## src/rtl/xbm_pkg.sv

```systemverilog
// shared types and constants of the memory bank mapper
package xbm_pkg;

    localparam int BANK_SIZE_LOG2 = 14;
    localparam int ADDR_W         = 16;
    localparam int PORT_W         = 8;
    localparam int BANK_W         = 5;
    localparam int OFS_W          = 18;
    localparam int CFG_IDX_W      = 1;
    localparam int CFG_DATA_W     = 2;

    localparam logic [CFG_IDX_W-1:0]  CFG_MACHINE_KIND   = 1'd0;
    localparam logic [CFG_IDX_W-1:0]  CFG_EXPANSION_MODE = 1'd1;

    localparam logic [CFG_DATA_W-1:0] MACH_EXT4   = 2'd1;
    localparam logic [CFG_DATA_W-1:0] MACH_EXT16  = 2'd2;
    localparam logic [CFG_DATA_W-1:0] XMODE_ALT   = 2'd1;
    localparam logic [CFG_DATA_W-1:0] XMODE_BLOCK = 2'd2;

    localparam logic [PORT_W-1:0] PORT_RESET = 8'hFF;
    localparam logic [BANK_W-1:0] BANK_MAX   = 5'd16;

    typedef enum logic [1:0] {
        OP_PORT_WR = 2'd0,
        OP_LCART   = 2'd1,
        OP_HCART   = 2'd2,
        OP_LOOKUP  = 2'd3
    } t_op;

    typedef enum logic [2:0] {
        RG_RAM      = 3'd0,
        RG_EXT_RAM  = 3'd1,
        RG_OS_ROM   = 3'd2,
        RG_BASIC    = 3'd3,
        RG_SELFTEST = 3'd4,
        RG_LCART    = 3'd5,
        RG_HCART    = 3'd6,
        RG_IO       = 3'd7
    } t_region;

    typedef struct packed {
        logic [PORT_W-1:0] port_latch;
        logic [BANK_W-1:0] bank;
        logic              selftest;
        logic              lcart;
        logic              hcart;
    } t_map_state;

endpackage

```

## src/rtl/xbm_in_if.sv

```systemverilog
// input item channel of the memory bank mapper
interface xbm_in_if;
    import xbm_pkg::*;

    logic                valid;
    logic                ready;
    logic [1:0]          operation;
    logic [PORT_W-1:0]   port_value;
    logic                cart_on;
    logic [ADDR_W-1:0]   cpu_address;

    modport source (output valid, output operation, output port_value,
                    output cart_on, output cpu_address, input ready);
    modport sink   (input valid, input operation, input port_value,
                    input cart_on, input cpu_address, output ready);
endinterface

```

## src/rtl/xbm_out_if.sv

```systemverilog
// result item channel of the memory bank mapper
interface xbm_out_if;
    import xbm_pkg::*;

    logic                valid;
    logic                ready;
    logic [2:0]          region;
    logic [OFS_W-1:0]    offset;
    logic [BANK_W-1:0]   bank_now;
    logic                os_rom_on;
    logic                basic_rom_on;
    logic                selftest_on;

    modport source (output valid, output region, output offset, output bank_now,
                    output os_rom_on, output basic_rom_on, output selftest_on,
                    input ready);
    modport sink   (input valid, input region, input offset, input bank_now,
                    input os_rom_on, input basic_rom_on, input selftest_on,
                    output ready);
endinterface

```

## src/rtl/xbm_lookup.sv

```systemverilog
// cpu address to region and offset translation
module xbm_lookup
    import xbm_pkg::*;
(
    input  t_map_state         i_state,
    input  logic [ADDR_W-1:0]  i_addr,
    output t_region            o_region,
    output logic [OFS_W-1:0]   o_offset
);

    logic              w_basic_on;
    logic [BANK_W-1:0] w_bank_m1;

    assign w_basic_on = !i_state.port_latch[1] && !i_state.hcart;
    assign w_bank_m1  = i_state.bank - 5'd1;

    always_comb begin
        if (i_addr[15:11] == 5'b11010) begin
            o_region = RG_IO;
            o_offset = OFS_W'(i_addr[10:0]);
        end else if (i_state.port_latch[0] && i_addr[15:14] == 2'b11) begin
            o_region = RG_OS_ROM;
            o_offset = OFS_W'(i_addr[13:0]);
        end else if (i_addr[15:13] == 3'b101 && i_state.hcart) begin
            o_region = RG_HCART;
            o_offset = OFS_W'(i_addr[12:0]);
        end else if (i_addr[15:13] == 3'b101 && w_basic_on) begin
            o_region = RG_BASIC;
            o_offset = OFS_W'(i_addr[12:0]);
        end else if (i_addr[15:13] == 3'b100 && i_state.lcart) begin
            o_region = RG_LCART;
            o_offset = OFS_W'(i_addr[12:0]);
        end else if (i_addr[15:11] == 5'b01010 && i_state.selftest) begin
            o_region = RG_SELFTEST;
            o_offset = OFS_W'(i_addr[10:0]);
        end else if (i_addr[15:14] == 2'b01 && i_state.bank != '0) begin
            o_region = RG_EXT_RAM;
            o_offset = {w_bank_m1[OFS_W-BANK_SIZE_LOG2-1:0],
                        i_addr[BANK_SIZE_LOG2-1:0]};
        end else begin
            o_region = RG_RAM;
            o_offset = OFS_W'(i_addr);
        end
    end

endmodule

```

## src/rtl/xl_xe_memory_bank_mapper.sv

```systemverilog
// top level of the memory bank mapper
// Each item is a bank port write, a cartridge window set or clear, or an
// address lookup, and yields exactly one result item carrying the region,
// the offset and the mapping state as it stands after the item. Items go
// through an input register and a result register with one pass of logic
// in between, so one item is taken every clock while the result side
// does not stall; a stalled item waits in the input register, and the input
// side is held only once both registers are full. Configuration writes take
// effect at once and are meant to be made while no item is in flight.
module xl_xe_memory_bank_mapper
    import xbm_pkg::*;
(
    input  logic                  i_clk,
    input  logic                  i_rst_n,
    input  logic                  i_cfg_we,
    input  logic [CFG_IDX_W-1:0]  i_cfg_idx,
    input  logic [CFG_DATA_W-1:0] i_cfg_wdata,
    xbm_in_if.sink                i_in,
    xbm_out_if.source             o_out
);

    logic [CFG_DATA_W-1:0] r_machine;
    logic [CFG_DATA_W-1:0] r_expmode;

    logic                r_s1_valid;
    t_op                 r_s1_op;
    logic [PORT_W-1:0]   r_s1_pv;
    logic                r_s1_con;
    logic [ADDR_W-1:0]   r_s1_addr;

    t_map_state          r_state;
    t_map_state          n_state;

    logic                r_out_valid;
    t_region             r_out_region;
    logic [OFS_W-1:0]    r_out_offset;
    logic [BANK_W-1:0]   r_out_bank;
    logic                r_out_os;
    logic                r_out_basic;
    logic                r_out_st;

    logic                w_adv;
    logic [BANK_W-1:0]   w_dec_bank;
    logic                w_st;
    t_region             w_lk_region;
    logic [OFS_W-1:0]    w_lk_offset;
    t_region             n_region;
    logic [OFS_W-1:0]    n_offset;

    assign w_adv      = r_s1_valid && (!r_out_valid || o_out.ready);
    assign i_in.ready = !r_s1_valid || w_adv;

    // configuration registers
    always_ff @(posedge i_clk) begin
        if (!i_rst_n) begin
            r_machine <= '0;
            r_expmode <= '0;
        end else if (i_cfg_we) begin
            unique case (i_cfg_idx)
                CFG_MACHINE_KIND:   r_machine <= i_cfg_wdata;
                CFG_EXPANSION_MODE: r_expmode <= i_cfg_wdata;
                default: ;
            endcase
        end
    end

    // input register
    always_ff @(posedge i_clk) begin
        if (!i_rst_n) begin
            r_s1_valid <= 1'b0;
        end else if (i_in.ready) begin
            r_s1_valid <= i_in.valid;
        end
    end

    always_ff @(posedge i_clk) begin
        if (i_in.valid && i_in.ready) begin
            r_s1_op   <= t_op'(i_in.operation);
            r_s1_pv   <= i_in.port_value;
            r_s1_con  <= i_in.cart_on;
            r_s1_addr <= i_in.cpu_address;
        end
    end

    // bank decode from the port byte
    always_comb begin
        if (r_s1_pv[4]) begin
            w_dec_bank = '0;
        end else if (r_machine == MACH_EXT16) begin
            if (r_expmode == XMODE_ALT) begin
                w_dec_bank = BANK_W'({r_s1_pv[6:5], r_s1_pv[3:2]}) + 5'd1;
            end else begin
                w_dec_bank = BANK_W'({r_s1_pv[7:6], r_s1_pv[3:2]}) + 5'd1;
            end
        end else begin
            w_dec_bank = BANK_W'(r_s1_pv[3:2]) + 5'd1;
        end
    end

    // next mapping state
    always_comb begin
        n_state = r_state;
        w_st    = r_state.selftest;
        unique case (r_s1_op)
            OP_PORT_WR: begin
                if ((r_machine == MACH_EXT4 || r_machine == MACH_EXT16)
                        && w_dec_bank != r_state.bank) begin
                    w_st         = 1'b0;
                    n_state.bank = w_dec_bank;
                end
                if (r_state.port_latch[0] && !r_s1_pv[0]) begin
                    w_st = 1'b0;
                end
                if (r_s1_pv[7]) begin
                    w_st = 1'b0;
                end else if (r_s1_pv[0] && (r_s1_pv[4] || r_expmode < XMODE_BLOCK)) begin
                    w_st = 1'b1;
                end
                n_state.selftest   = w_st;
                n_state.port_latch = r_s1_pv;
            end
            OP_LCART:  n_state.lcart = r_s1_con;
            OP_HCART:  n_state.hcart = r_s1_con;
            OP_LOOKUP: ;
            default: ;
        endcase
    end

    xbm_lookup u_lookup (
        .i_state  (r_state),
        .i_addr   (r_s1_addr),
        .o_region (w_lk_region),
        .o_offset (w_lk_offset)
    );

    always_comb begin
        if (r_s1_op == OP_LOOKUP) begin
            n_region = w_lk_region;
            n_offset = w_lk_offset;
        end else begin
            n_region = RG_RAM;
            n_offset = '0;
        end
    end

    // mapping state
    always_ff @(posedge i_clk) begin
        if (!i_rst_n) begin
            r_state.port_latch <= PORT_RESET;
            r_state.bank       <= '0;
            r_state.selftest   <= 1'b0;
            r_state.lcart      <= 1'b0;
            r_state.hcart      <= 1'b0;
        end else if (w_adv) begin
            r_state <= n_state;
        end
    end

    // result register
    always_ff @(posedge i_clk) begin
        if (!i_rst_n) begin
            r_out_valid <= 1'b0;
        end else if (w_adv) begin
            r_out_valid <= 1'b1;
        end else if (o_out.ready) begin
            r_out_valid <= 1'b0;
        end
    end

    always_ff @(posedge i_clk) begin
        if (w_adv) begin
            r_out_region <= n_region;
            r_out_offset <= n_offset;
            r_out_bank   <= n_state.bank;
            r_out_os     <= n_state.port_latch[0];
            r_out_basic  <= !n_state.port_latch[1] && !n_state.hcart;
            r_out_st     <= n_state.selftest;
        end
    end

    assign o_out.valid        = r_out_valid;
    assign o_out.region       = r_out_region;
    assign o_out.offset       = r_out_offset;
    assign o_out.bank_now     = r_out_bank;
    assign o_out.os_rom_on    = r_out_os;
    assign o_out.basic_rom_on = r_out_basic;
    assign o_out.selftest_on  = r_out_st;

    a_bank_range: assert property (@(posedge i_clk) disable iff (!i_rst_n)
        r_state.bank <= BANK_MAX)
        else $error("bank out of range");

    a_ext_needs_bank: assert property (@(posedge i_clk) disable iff (!i_rst_n)
        r_out_valid && r_out_region == RG_EXT_RAM |-> r_out_bank != '0)
        else $error("extended ram result without a bank");

    a_selftest_flag: assert property (@(posedge i_clk) disable iff (!i_rst_n)
        r_out_valid && r_out_region == RG_SELFTEST |-> r_out_st)
        else $error("self-test region while flag is clear");

    a_hcart_basic: assert property (@(posedge i_clk) disable iff (!i_rst_n)
        r_out_valid && r_out_region == RG_HCART |-> !r_out_basic)
        else $error("basic shown with high cartridge on");

    a_s1_hold: assert property (@(posedge i_clk) disable iff (!i_rst_n)
        r_s1_valid && !w_adv |=> r_s1_valid && $stable(r_state))
        else $error("stalled item lost or state moved");

endmodule
```

## src/flat_wrapper.sv

```systemverilog
// flat-port wrapper written by rule: the top's interface ports become plain ports
module xl_xe_memory_bank_mapper_flat import xbm_pkg::*;
  (i_clk, i_rst_n, i_cfg_we, i_cfg_idx, i_cfg_wdata, i_in_valid, i_in_operation, i_in_port_value, i_in_cart_on, i_in_cpu_address, i_in_ready, o_out_valid, o_out_region, o_out_offset, o_out_bank_now, o_out_os_rom_on, o_out_basic_rom_on, o_out_selftest_on, o_out_ready);
  xbm_in_if i_in_i ();
  xbm_out_if o_out_i ();
  input  logic i_clk;
  input  logic i_rst_n;
  input  logic i_cfg_we;
  input  logic [CFG_IDX_W-1:0] i_cfg_idx;
  input  logic [CFG_DATA_W-1:0] i_cfg_wdata;
  input wire logic [$bits(i_in_i.valid)-1:0] i_in_valid;
  input wire logic [$bits(i_in_i.operation)-1:0] i_in_operation;
  input wire logic [$bits(i_in_i.port_value)-1:0] i_in_port_value;
  input wire logic [$bits(i_in_i.cart_on)-1:0] i_in_cart_on;
  input wire logic [$bits(i_in_i.cpu_address)-1:0] i_in_cpu_address;
  output wire logic [$bits(i_in_i.ready)-1:0] i_in_ready;
  output wire logic [$bits(o_out_i.valid)-1:0] o_out_valid;
  output wire logic [$bits(o_out_i.region)-1:0] o_out_region;
  output wire logic [$bits(o_out_i.offset)-1:0] o_out_offset;
  output wire logic [$bits(o_out_i.bank_now)-1:0] o_out_bank_now;
  output wire logic [$bits(o_out_i.os_rom_on)-1:0] o_out_os_rom_on;
  output wire logic [$bits(o_out_i.basic_rom_on)-1:0] o_out_basic_rom_on;
  output wire logic [$bits(o_out_i.selftest_on)-1:0] o_out_selftest_on;
  input wire logic [$bits(o_out_i.ready)-1:0] o_out_ready;
  assign i_in_i.valid = i_in_valid;
  assign i_in_i.operation = i_in_operation;
  assign i_in_i.port_value = i_in_port_value;
  assign i_in_i.cart_on = i_in_cart_on;
  assign i_in_i.cpu_address = i_in_cpu_address;
  assign i_in_ready = i_in_i.ready;
  assign o_out_valid = o_out_i.valid;
  assign o_out_region = o_out_i.region;
  assign o_out_offset = o_out_i.offset;
  assign o_out_bank_now = o_out_i.bank_now;
  assign o_out_os_rom_on = o_out_i.os_rom_on;
  assign o_out_basic_rom_on = o_out_i.basic_rom_on;
  assign o_out_selftest_on = o_out_i.selftest_on;
  assign o_out_i.ready = o_out_ready;
  xl_xe_memory_bank_mapper u_core (.i_clk(i_clk), .i_rst_n(i_rst_n), .i_cfg_we(i_cfg_we), .i_cfg_idx(i_cfg_idx), .i_cfg_wdata(i_cfg_wdata), .i_in(i_in_i), .o_out(o_out_i));
endmodule
```

## config.mk

```make
export PLATFORM = sky130hd
export DESIGN_NAME = xl_xe_memory_bank_mapper_flat
export DESIGN_NICKNAME = d
export VERILOG_FILES = /design/src/rtl/xbm_pkg.sv /design/src/rtl/xbm_in_if.sv /design/src/rtl/xbm_out_if.sv /design/src/rtl/xbm_lookup.sv /design/src/rtl/xl_xe_memory_bank_mapper.sv /design/src/flat_wrapper.sv
export SDC_FILE = /design/constraint.sdc
export NUM_CORES = 1
export LEC_CHECK = 0
export ABC_AREA = 1
export BUFFER_PORTS_ARGS = -buffer_cell sky130_fd_sc_hd__buf_2
export CAP_MARGIN = 20
export CORE_ASPECT_RATIO = 1.25
export CORE_MARGIN = 4
export CORE_UTILIZATION = 54
export DETAILED_ROUTE_END_ITERATION = 10
export PLACE_DENSITY = 0.88
export SKIP_LAST_GASP = 1
export SYNTH_ARGS = -nofsm -noshare
export SYNTH_HDL_FRONTEND = slang
export SYNTH_SLANG_ARGS = --single-unit
```

## constraint.sdc

```tcl
create_clock -name i_clk -period 2.6 [get_ports i_clk]
set_input_delay 0 -clock i_clk [delete_from_list [all_inputs] [get_ports i_clk]]
set_output_delay 0 -clock i_clk [all_outputs]
set_load 0.01 [all_outputs]
```

==> results.md <==
- List of most frequent post-synthesis cells: edfxtp_1, inv_1, nand2_1
- Slew headroom: 46.36%
- Fin crit period: 1916 ps
- CTS Buffer Depth: 2
- DRC Markers: 0
- Nets@finish: 444
- Setup_tns: 0 ps
- Post-synth top area cell: edfxtp_1
- Final Setup Violations: 0
- GPL Wtd Cong: 0.8961
- Final-report hold violation count: 0
- Leakage: 1.864 nW
- EDFF count, synth: 56
- Post-CTS Setup Bufs: 0
- Largest net degree at the start of global routing: 26
- Main combinational cell family by area after synthesis: simple AND/OR/NAND/NOR gates
- Post-DP HPWL: 4177 um
- Synthesis-stage register bit count: 72
- Final Max Tran Viols: 0
- Clk_skew: 14.04 ps
- RSZ-0062 raised after global routing: false
- Post-synth cell types: 30
- Xor/xnor share of the synthesized area: 1.139%
- Sink Count: 72
- WHS: 71.48 ps
- Mux cell area share after synthesis: 0.3253%
- CTS root buffer: clkbuf_8
- Core area: 5480 sq um
- GRT overflow: 0
- Worst Path Max Fanout: 25
- WL per Instance: 15.71 um
- Endpoint class of the critical path: flip-flop
- Simple-gate share of the synthesized area: 17.49%
- Vias in the first global route: 2492
- Core Rows: 30
- CTS tree: done
- P&R area growth vs syn: 34.00%
- Initial Util: 56.14%
- Final ANT Viol Nets: 0
- YS warnings: 0
- Aggregate routed wire length: 7446 um
- Hold WC Path Type: input pin to flip-flop
- First-pass GRT wire length: 11920 um
- Mapped Nets: 328
- Share of layout cells above drive strength 1: 26.34%
- Clock transition at path regs: 70 ps
- Maximum vdd ir drop: 748.2 uV
- Synthesized instance count: 289
- Worst Path Arrival: 2010 ps
- Worst-Margin Slew: 799.6 ps
- H-tree depth: 3
- M1 GR Usage: 27.03%
- Chip height: 92.39 um
- Critical path class: input pin to flip-flop
- Port bufs: 65
- GRT Overall Usage: 23.20%
- Largest cells by area after synthesis: edfxtp_1, dfxtp_1, inv_1
- Post-layout util: 75.23%
- Startpoint Class: input pin
- Top-area cell type share of the netlist area: 54.66%
- Vias: 2482
- Drt first pass iters: 5
- Antenna Cells: 0
- IO Pins: 66
- M3 GR Usage: 3.800%
- Fmax: 521.9 MHz
- Max Cap Viol: 0
- Worst-Skew Late Latency: 350 ps
- Power per cell area: 662.5 nW/um^2
- Status: finished, final reports clean
- Die width: 75.52 um
- DIE AREA: 6977 sq um
- Tcrit/Tclk final: 73.70%
- Syn_area_per_cell: 10.65 sq um
- Initial DRC count: 200
- TritonCTS Buffers: 9
- Critical Path RT: 2700 ps
- Seq/Total Area, Yosys: 65.07%
- Vias per cell: 5.236
- Predominant post-synthesis flop cell: edfxtp_1
- Busiest grt layer: met2
- Compound-cell area share of the yosys netlist: 7.035%
- Post-Synth Adder-Cell Area: 1.627%
- Synth Cell Area: 3077 sq um
- Initial antenna violation count: 0
- Asr flop ratio synth: 0%
- Met2 usage: 40.06%
- Top-count cell post-synth: edfxtp_1
cells in the final DEF, fill, tap and decap left out, drive strengths merged, types with 2 or more instances in the layout:
cell type / synthesis / routed
a21oi: 18 / 18
o21ai: 15 / 15
nor3: 6 / 6
ha: 4 / 4
xor2: 3 / 3
clkbuf: 1 / 10
nor2: 37 / 37
inv: 54 / 55
nand4: 3 / 3
buf: 1 / 68
clkinv: 2 / 3
nand2: 45 / 45
nor4: 2 / 2
bufinv: 0 / 3
edfxtp: 56 / 56
nand3: 18 / 18
dlygate4sd3: 0 / 39
dfxtp: 16 / 16
o41ai: 2 / 2
state kept, by name (all words and copies together) (netlist names):
| signal | cells |
|---|---|
| u_core.o_out.bank_now | 5 |
| u_core.o_out.basic_rom_on | 1 |
| u_core.o_out.offset | 18 |
| u_core.o_out.os_rom_on | 1 |
| u_core.o_out.region | 3 |
| u_core.o_out.selftest_on | 1 |
| u_core.o_out.valid | 1 |
| u_core.r_expmode | 2 |
| u_core.r_machine | 2 |
| u_core.r_s1_addr | 16 |
| u_core.r_s1_con | 1 |
| u_core.r_s1_op | 2 |
| u_core.r_s1_pv | 8 |
| u_core.r_s1_valid | 1 |
| u_core.r_state | 10 |
through the flow:
stage | instance area (sq um) | setup WS [ps] | std cells | power, mW
6_report | 4123 | 683.8 | 474 | 2.731
5_1_grt | 4123 | 535.4 | 474 | 2.817
4_1_cts | 4123 | 763.1 | 474 | 2.708
3_5_place_dp | 3490 | 776.4 | 419 | 1.622
3_3_place_gp | 3490 | 849.0 | 419 | 1.612
2_1_floorplan | 3077 | 688.2 | 289 | 1.531
report_power, final:
part | switching, mW | total, mW | internal (mW)
logic | 0.180 | 0.314 | 0.135
registers | 0.0327 | 1.35 | 1.31
clock network | 0.429 | 1.07 | 0.642
total | 0.641 | 2.73 | 2.09
timing repair:
| action | 4_1_cts | 5_1_grt |
|---|---|---|
| hold buffers | 39 | 0 |
| hold endpoints to repair | 35 | 0 |
| gates resized for setup | 0 | 0 |
worst paths after layout:
| check | startpoint | end | slack (ps) | cells past startpoint |
|---|---|---|---|---|
| max | o_out_ready | u_core.o_out.offset[2] | 680 | 7 |
| min | i_cfg_idx | u_core.r_expmode[1] | 70 | 4 |
| max reg2reg | u_core.o_out.valid | u_core.o_out.offset[2] | 700 | 4 |
| min reg2reg | u_core.r_expmode[1] | u_core.r_expmode[1] | 520 | 2 |
cell type report:
class / count / area, sq um
clock buffers: 10 / 127.6
well taps: 64 / 80.08
inverters: 56 / 210.2
fillers: 340 / 1358
multi-input cells: 159 / 849.6
repair buffers: 107 / 738.2
flip-flops and latches: 72 / 2002
clock inverters: 6 / 115.1
worst max-delay path, cell delays in order:
cell and delay [ps]:
dlygate4sd3_1 540, buf_2 130, inv_1 80, nand2_1 70, nand2_1 80, clkinv_1 630, buf_4 480
layer usage:
metal  up-vias  routed length (um)
met2       113                4029
met1      1154                2775
li1       1193                   -
met4         0                 246
met3        22                 395
met5         -                   0
kinds of logic after synthesis:
family	Yosys count
AOI/OAI and AO/OA	38
xor gates and xnor gates	4
adders and majority gates	4
buffers and inverters	58
DFF	72
muxes	1
and+or+nand+nor	112
(Power assumes the default switching activity.)
